## config.mk

```make
export PLATFORM = sky130hd
export DESIGN_NAME = dcc_queue
export DESIGN_NICKNAME = d
export VERILOG_FILES = /design/src/rtl/dcc_pkg.sv /design/src/rtl/dcc_queue.sv
export SDC_FILE = /design/constraint.sdc
export NUM_CORES = 1
export LEC_CHECK = 0
export BUFFER_PORTS_ARGS = -buffer_cell sky130_fd_sc_hd__buf_2
export CAP_MARGIN = 0
export CORE_ASPECT_RATIO = 0.7
export CORE_MARGIN = 5
export CORE_UTILIZATION = 30
export DETAILED_ROUTE_END_ITERATION = 6
export GPL_ROUTABILITY_DRIVEN = 0
export PLACE_DENSITY = 0.49
export SETUP_SLACK_MARGIN = 0.5
export SYNTH_ARGS = -nofsm -noshare
export SYNTH_HDL_FRONTEND = slang
export SYNTH_SLANG_ARGS = --single-unit
```

## constraint.sdc

```tcl
create_clock -name clock -period 2.2 [get_ports clock]
set_input_delay 0.22 -clock clock [delete_from_list [all_inputs] [get_ports clock]]
set_output_delay 0.22 -clock clock [all_outputs]
set_load 0.02 [all_outputs]
```

## src/rtl/dcc_pkg.sv

```systemverilog
`default_nettype none
package dcc_pkg;

   localparam int BUCKETS        = 4096;
   localparam int MAX_WAYS       = 16;
   localparam int ARRAY_CONTEXTS = 65536;
   localparam int COUNTER_BITS   = 16;
   localparam int KEY_BITS       = 8;
   localparam int SYMS           = 4;
   localparam int NIB            = 4;

   localparam int BUCKET_BITS = $clog2(BUCKETS);
   localparam int WAY_BITS    = $clog2(MAX_WAYS);
   localparam int WAYS_W      = $clog2(MAX_WAYS + 1);
   localparam int CTX_BITS    = $clog2(ARRAY_CONTEXTS);
   localparam int NCNT_BITS   = SYMS * NIB;
   localparam int ENTRY_BITS  = KEY_BITS + NCNT_BITS;
   localparam int ROW_BITS    = MAX_WAYS * ENTRY_BITS;
   localparam int ACNT_BITS   = SYMS * COUNTER_BITS;
   localparam int CLR_BITS    = CTX_BITS;
   localparam int HKEEP       = (BUCKET_BITS > KEY_BITS) ? BUCKET_BITS : KEY_BITS;
   localparam int FRONT_STAGES = 4;

   localparam logic [1:0] CSR_TABLE_MODE  = 2'd0;
   localparam logic [1:0] CSR_WAYS_IN_USE = 2'd1;
   localparam logic [1:0] CSR_ALPHA_DEN   = 2'd2;
   localparam logic [1:0] CSR_MAX_COUNT   = 2'd3;

   localparam logic FUNC_LOOKUP = 1'b0;
   localparam logic FUNC_UPDATE = 1'b1;
   localparam logic MODE_ARRAY  = 1'b0;
   localparam logic MODE_HASH   = 1'b1;

   typedef struct packed {
      logic                   func;
      logic [1:0]             symbol;
      logic [CTX_BITS-1:0]    ctx;
      logic [HKEEP-1:0]       hbits;
   } item_type;

   typedef struct packed {
      logic        hash_mode;
      logic [4:0]  ways_in_use;
      logic [11:0] alpha_den;
      logic [15:0] max_count;
   } cfg_type;

   typedef struct packed {
      logic [SYMS-1:0][27:0] wfreq;
      logic [29:0]           wtotal;
      logic [SYMS-1:0][16:0] pfreq;
      logic [18:0]           ptotal;
      logic                  hit;
   } result_type;

   typedef struct packed {
      logic       clearing;
      logic [1:0] rsp_count;
   } back_status_type;

   function automatic logic [63:0] mix_a(input logic [63:0] z);
      logic [63:0] t;
      t = (~z) + (z << 21);
      return t ^ (t >> 24);
   endfunction

   function automatic logic [63:0] mix_b(input logic [63:0] z);
      logic [63:0] t;
      t = z + (z << 3) + (z << 8);
      return t ^ (t >> 14);
   endfunction

   function automatic logic [63:0] mix_c(input logic [63:0] z);
      logic [63:0] t;
      t = z + (z << 2) + (z << 4);
      return t ^ (t >> 28);
   endfunction

   function automatic logic [63:0] mix_d(input logic [63:0] z);
      return z + (z << 31);
   endfunction

endpackage
`default_nettype wire

```

## src/rtl/dcc_queue.sv

```systemverilog
`default_nettype none
module dcc_queue (
   input  wire logic              clock,
   input  wire logic              reset,
   input  wire logic              push,
   input  wire dcc_pkg::item_type push_item,
   input  wire logic              pop,
   output      logic              full,
   output      logic              empty,
   output      dcc_pkg::item_type head
);
   dcc_pkg::item_type mem_ff [2];
   logic              wr_ff;
   logic              rd_ff;
   logic [1:0]        count_ff;
   logic              do_push;
   logic              do_pop;

   assign full    = (count_ff == 2'd2);
   assign empty   = (count_ff == 2'd0);
   assign do_push = push && !full;
   assign do_pop  = pop && !empty;
   assign head    = mem_ff[rd_ff];

   always_ff @(posedge clock) begin
      if (reset) begin
         wr_ff    <= 1'b0;
         rd_ff    <= 1'b0;
         count_ff <= 2'd0;
      end else begin
         if (do_push) begin
            wr_ff <= !wr_ff;
         end
         if (do_pop) begin
            rd_ff <= !rd_ff;
         end
         count_ff <= count_ff + {1'b0, do_push} - {1'b0, do_pop};
      end
   end

   always_ff @(posedge clock) begin
      if (do_push) begin
         mem_ff[wr_ff] <= push_item;
      end
   end
endmodule
`default_nettype wire

```

* After elaboration in Yosys (flattened, before gate mapping)
Memories as Yosys holds them, arrays and structs flattened. A register that Yosys moved wholly into a read port is not among the register bits.
Index checks and enable logic that the tools add are counted.
** Operators by class
- Add/sub/neg operators :: 2
- Equal/unequal tests :: 1
- Multiplexer cells :: 4
- Reductions and logical operators :: 7
** Operators with widths (count)
- 1-bit logical NOT :: 4
- 1-bit two-way mux :: 4
- 2-bit by 1-bit adder with 2-bit output :: 1
- 2-bit equality test, second input constant :: 1
- 1-bit logical AND :: 2
- 2-bit logical NOT :: 1
- 2-bit by 1-bit subtractor with 2-bit output :: 1
** Word-level totals
- Bits in registers :: 4
- RAM bits :: 62
- Memories kept :: 1
** Memory list
- mem_ff :: words 2, width 31, rd ports 1, clocked after memory_dff 1, wr ports 1, line dcc_queue.sv:12 : dcc_pkg::item_type mem_ff [2];

* Logic depth before layout (Yosys ltp)
Gate-level depths: netlist of run 1.
- Word-level depth :: 5
- Gate-level depth with buffers :: 8
- Mapped depth without buffers :: 8

* Worst setup path before layout of run 1
OpenSTA, ideal clock, no wires.
- Path kind :: reg2reg
- From :: reg count_ff[0]
- To :: mem mem_ff[0][0] in the netlist's numbering, enable pin
- Setup time :: 0.386 ns
- Arrival :: 1.505 ns
- Data required time :: 1.814 ns
- Setup slack :: 0.310 ns
- Stages on the path, launching flop included :: 5
- Cells stage by stage :: dfxtp_1 -> nand2b_2 -> inv_2 -> or3_1 -> inv_1
** Between the ends
- Longest elaborated chain between the ends :: 5
** RTL lines
- start, declared :: line dcc_queue.sv:15 : logic [1:0] count_ff;
- start signal, assigned :: line dcc_queue.sv:37 : count_ff <= count_ff + {1'b0, do_push} - {1'b0, do_pop};
- 2-bit equality test :: line dcc_queue.sv:19 : assign full = (count_ff == 2'd2);
- named net full :: line dcc_queue.sv:8 : output logic full,
- 1-bit logical NOT :: line dcc_queue.sv:21 : assign do_push = push && !full;
- 1-bit logical AND :: line dcc_queue.sv:21
- 1-bit two-way mux :: line dcc_queue.sv:42 : if (do_push) begin
- 1-bit two-way mux (not written as such) :: line dcc_queue.sv:43 : mem_ff[wr_ff] <= push_item;
- end, declared :: line dcc_queue.sv:12
The timed path passes the listed nets, and every way through them passes these cells.

==> flow_summary.yaml, run 1 <==
clock_tree:
  cts_root_buf: "clkbuf_16"
  post_cts_buffers: 0
  clkTransAtPathRegs_ns: 0.05
  htree_levels: 3
  clockBufferDepth: 2
  cts_sinks: 67
  cts_inserted_buffers: 9
  cts_tree: "done"
  clk_latency_ns: 0.32
pwr:
  p_seq_share_pct: 39.8
  p_int_uw: 3010
  power.share.clock_pct: 31.9
  cellPowerDensity_mw_per_mm2: 1300
  switchingPower_uw: 1240
  total_leakage_power_uw: 0.00125
  swShare_pct: 29.2
  ir_worst_vdd_v: 0.000452
  p_comb_share_pct: 28.3
sta:
  worstMarginPinSlew_ns: 0.408
  slew_headroom_pct: 72.8
  min_period_over_period_pct: 73.4
  finalSetupViolCount: 0
  tns_ns: 0
  skew_ns: 0.00331
  hold_viol: 0
  maxSlewViolCount: 0
  rsz0062_at_grt: "yes"
  timing.fmax_ghz: 0.619
  hold_slack_ns: 0.0852
  period_needed_ns: 1.62
yosys:
  ys_ff_latch: 67
  synth_top_family_by_area: "multiplexers"
  syn_inst: 123
  synth.area.mux_share_pct: 14.2
  async_reset_ff_share_pct: 0
  netlist_top_cells_count: "62 x edfxtp_1, 31 x mux2_2, 5 x dfxtp_1, 4 x nor2_1"
  yosys.area.top_type: "edfxtp_1"
  yosysMostFrequentCell: "edfxtp_1"
  synth_ff_type: "edfxtp_1"
  synth_fp_nets: 160
  synth_fa_ha_area_share_pct: 1.02
  synth_area_leaders: "edfxtp_1 76%, mux2_2 14%, dfxtp_1 4.1%, ha_1 1.0%, buf_2 0.61%"
  synth_xor_area_share_pct: 0.712
  synth_compound_area_share_pct: 0.712
  synth_area_sq_mm: 0.00246
  synthSimpleGateAreaFrac_pct: 2.39
  avgSynthCellArea_sq_um: 20.0
  yosysSeqAreaShare_pct: 79.8
  synth-edff-count: 62
  ys.warnings.count: 0
  synth_top_area_share_pct: 75.7
  synth_cell_types: 20
setup_path:
  crit_arrival_ns: 1.40
  critPathKind: "reg -> out"
  cp_max_fo: 14
  crit_required_ns: 1.98
  start_kind: "flop"
  endpoint_kind: "output pin"
drt:
  drc_errors: 0
  viasPerCell: 4.28
  wl_per_cell_um: 15.0
  vias: 1323
  drt-pass1-iter-count: 4
  drt_iter0_markers: 29
  routed_wl_um: 4630
  ant_nets: 0
global_route:
  grt_pass1_vias: 1347
  overflow: 0
  grt_max_degree: 18
  grt_usage_pct: 9.51
  grt_pass1_wl_um: 7240
  antenna_found_initial: 1
floorplan:
  num_rows: 27
  fp.dieH_um: 85.8
  ios: 68
  start_util_pct: 31.0
  dieWidth_um: 118
  dieArea_sq_mm: 0.0101
  core_area_sq_mm: 0.00794
place:
  hpwl_um: 3220
  port_buffers: 67
hold_path:
  hp-class: "in -> reg"
cells_and_area:
  fin_nets: 240
  drive_gt1_share_pct: 59.1
  area_delta_synth_final_pct: 33.1
  filler_cell_count: 734
  antenna_cells: 0
job:
  maxCapViolations: 0
outcome:
  status: "complete, no violations"
cells in the final DEF (no fill, tap or decap), drive strengths merged:
cell	count
nor2	4
inv	3
nor2b	1
mux2	31
and2	1
clkinv	4
bufinv	1
nand2b	1
clkinvlp	1
buf	72
edfxtp	62
ha	2
clkbuf	11
xnor2	1
o21a	1
nand2	1
a21oi	1
and3	1
dfxtp	5
xor2	1
or3	1
o21ai	1
nor3	1
state kept, by name, summed over array words and instances, names as in the netlist, named ones only:
register  cells
count_ff      2
mem_ff       62
rd_ff         1
wr_ff         1
power groups by stage:
stage          Combinational (uW)  Clock (uW)  Sequential, uW
2_1_floorplan                 797           0            1700
6_report                     1200        1350            1690
3_3_place_gp                 1200           0            1710
5_1_grt                      1320        1450            1710
3_5_place_dp                 1200           0            1710
4_1_cts                      1210        1400            1690
critical path, stage by stage, from the launching register on:
cell and delay (ns):
dfxtp_2 0.36, buf_6 0.19, mux2_2 0.36, buf_2 0.16
worst paths after layout:
| path | from | endpoint | slack (ns) | cells past startpoint |
|---|---|---|---|---|
| setup / recovery | flop | head[8] | 0.58 | 3 |
| hold / removal | push_item[13] | mem_ff[0][13] | 0.09 | 1 |
| setup reg to reg | count_ff[0] | mem_ff[0][8] | 0.63 | 5 |
| hold reg to reg | wr_ff | wr_ff | 0.49 | 2 |
metrics by stage:
stage	power (uW)	cells	util, %	instance area [sq um]	setup slack (ns)
global placement	2900	293	37.3	2960	0.613
CTS	4290	309	40.9	3250	0.504
finish	4250	309	41.2	3270	0.585
global route	4480	309	41.2	3270	0.500
detailed placement	2910	293	37.3	2960	0.587
floorplan	2500	123	-	2460	0.562
cell families (layout without fill, tap and decap cells):
group           Yosys count  count (layout)
simple gates             11              11
compound gates            3               3
flops                    67              67
mux                      31              31
buf+inv                   7              92
fa+ha+maj                 2               2
xor+xnor                  2               2
area by class of cell:
class	count	area (sq um)	area share, %
multi-input combinational	49	473	14.4
sequential	67	1960	60.0
tap	101	126	3.86
timing repair buffer	72	405	12.4
inverter	4	18.8	0.573
clock inverter	5	53.8	1.64
clock buffer	11	233	7.11
timing repair:
action,CTS,global route
pin swaps,0,0
gates resized for setup,1,6
hold buffers,0,0
endpoints found under the setup margin,11,23
metal layers:
metal,global-route usage (%),part of all wire [%],up-vias
met4,2.81,1.1,2
met3,6.20,11,9
met2,12.8,40,55
met1,12.4,47,623
met5,0,0.43,-
li1,-,-,634
(Power assumes the default switching activity.)
==> run 2: changes to the inputs <==
--- a/config.mk
+++ b/config.mk
@@ -12,7 +12,7 @@
 export CORE_UTILIZATION = 30
 export DETAILED_ROUTE_END_ITERATION = 6
 export GPL_ROUTABILITY_DRIVEN = 0
-export PLACE_DENSITY = 0.49
+export PLACE_DENSITY = 0.51
 export SETUP_SLACK_MARGIN = 0.5
 export SYNTH_ARGS = -nofsm -noshare
 export SYNTH_HDL_FRONTEND = slang
==> constraint.sdc (replaced) <==
create_clock -name clock -period 1.3 [get_ports clock]
set_input_delay 0.13 -clock clock [delete_from_list [all_inputs] [get_ports clock]]
set_output_delay 0.13 -clock clock [all_outputs]
set_load 0.02 [all_outputs]
==> run 2 against run 1 <==
Against the previous run:
- the run now ends with setup timing left
- critical path type is now reg -> reg
- final area increased by 26%
- non-clock buffer count increased by 40
- critical path depth grew 3
- combinational power grew to 2.8 times the previous value
- clock skew down 0.0012 ns
- clock power is 82% higher
- worst hold slack got worse by 0.073 ns
==> flow_summary.yaml, run 2 (synthesis gave the netlist of run 1 again) <==
sta:
  skew_ns: 0.00207
  maxSlewViolCount: 0
  min_period_over_period_pct: 115
  rsz0062_at_grt: "yes"
  period_needed_ns: 1.49
  hold_slack_ns: 0.0124
  fin_ws_ns: -0.190
  hold_viol: 0
  slew_headroom_pct: 84.6
  worstMarginPinSlew_ns: 0.229
  finalSetupViolCount: 64
  timing.fmax_ghz: 0.671
drt:
  dr.max_layer_used: "met4"
  ant_nets: 0
  routed_wl_um: 4800
  wl_met3_um: 390
  wl_per_cell_um: 13.8
  drt-pass1-iter-count: 4
  wl_met2_um: 2230
  drt_iter0_markers: 58
  drc_errors: 0
  met1Wirelength_um: 2140
  viasPerCell: 4.20
  vias: 1467
cells_and_area:
  final_core_util_pct: 51.9
  area_delta_synth_final_pct: 67.5
  final_cell_mix: "62 x edfxtp_1, 38 x buf_2, 31 x mux2_4, 31 x buf_6, 29 x dlygate4sd3_1"
  design_area_sq_mm: 0.00412
  filler_cell_count: 646
  drive_gt1_share_pct: 56.9
  regArea_sq_mm: 0.00197
  final_common_cell: "edfxtp_1"
  regMostFlops: "mem_ff"
  multiInputGateArea_sq_um: 652
  largest_reg_flops: 62
  top_regs: "mem_ff (62), count_ff (2)"
  antenna_cells: 0
  fin_nets: 280
floorplan:
  dieWidth_um: 118
  fp.dieH_um: 85.8
  num_rows: 27
  dieArea_sq_mm: 0.0101
  core_area_sq_mm: 0.00794
  start_util_pct: 31.0
  ios: 68
clock_tree:
  cts_tree: "done"
  clk_latency_ns: 0.32
  htree_levels: 3
  clockBufferDepth: 2
  cts_sinks: 67
  cts_root_buf: "clkbuf_16"
  clkTransAtPathRegs_ns: 0.05
  cts_inserted_buffers: 9
setup_path:
  start_kind: "flop"
  critPathKind: "reg -> reg"
  endpoint_kind: "flop"
  crit_required_ns: 1.34
  crit_arrival_ns: 1.53
  cp_max_fo: 4
job:
  maxCapViolations: 0
global_route:
  grt_pass1_wl_um: 7970
  grt_max_degree: 23
  grt_usage_pct: 10.3
  antenna_found_initial: 0
  overflow: 0
  grt_pass1_vias: 1611
hold_path:
  hp-class: "in -> reg"
pwr:
  ir_worst_vdd_v: 0.00107
  total_leakage_power_uw: 0.00163
  cellPowerDensity_mw_per_mm2: 2110
place:
  placed_area_sq_mm: 0.00318
  port_buffers: 67
  hpwl_um: 3100
outcome:
  status: "complete, but fails checks"
  violations: "setup timing"
run 2: cell count changes in the layout (fill, tap and decap cells not counted), sizes merged:
cell / previous run / this run
dlygate4sd3: 0 / 29
clkinvlp: 1 / 2
buf: 72 / 83
bufinv: 1 / 2
clkbuf: 11 / 9
run 2: worst paths after layout:
| kind | start | to | slack (ns) | cells past startpoint |
|---|---|---|---|---|
| setup / recovery | count_ff[0] | mem_ff[0][15] | -0.19 | 6 |
| setup reg to reg | count_ff[0] | mem_ff[0][15] | -0.19 | 6 |
| hold / removal | push_item[3] | mem_ff[0][3] | 0.01 | 1 |
| hold reg to reg | wr_ff | wr_ff | 0.53 | 2 |
run 2: critical path: stages (launching register included):
cell,delay [ns]
dfxtp_2,0.34
nand2b_4,0.15
inv_4,0.03
or3_4,0.34
clkinvlp_4,0.14
buf_12,0.12
buf_16,0.10
run 2: through the flow:
| stage | std cells | setup slack, ns | TNS (ns) | total power [uW] |
|---|---|---|---|---|
| global placement | 298 | -0.192 | -3.63 | 5440 |
| floorplan | 123 | -0.261 | -10.17 | 4630 |
| finish | 349 | -0.190 | -9.91 | 8690 |
| global route | 349 | -0.245 | -13.09 | 9120 |
| CTS | 347 | -0.200 | -11.20 | 8510 |
| detailed placement | 298 | -0.223 | -4.39 | 5440 |
run 2: power breakdown:
part | internal [uW] | switching (uW) | leakage, uW
Clock | 1650 | 808 | 0.000146
Combinational | 1900 | 1430 | 0.000866
Sequential | 2770 | 135 | 0.000622
Total | 6310 | 2380 | 0.00163
run 2: routing by layer:
layer / GRT usage, % / up-vias
li1: - / 712
met1: 12.6 / 695
met2: 15.4 / 55
met3: 5.80 / 5
met4: 3.44 / 0
met5: 0 / -
run 2: timing repair:
item                                    CTS  global route
gates cloned                              1             0
hold endpoints to repair                 56             2
pin swaps                                 5             0
hold buffers                             28             1
endpoints found under the setup margin  100           100
resized for setup                        40            34
setup buffers                             4             1
run 2: cell type report:
type | count | area share [%]
clock buffers | 9 | 5.47
clock inverters | 7 | 2.00
inverters | 4 | 0.516
multi-input cells | 49 | 15.8
flip-flops and latches | 67 | 47.8
well taps | 101 | 3.07
repair buffers | 112 | 25.4
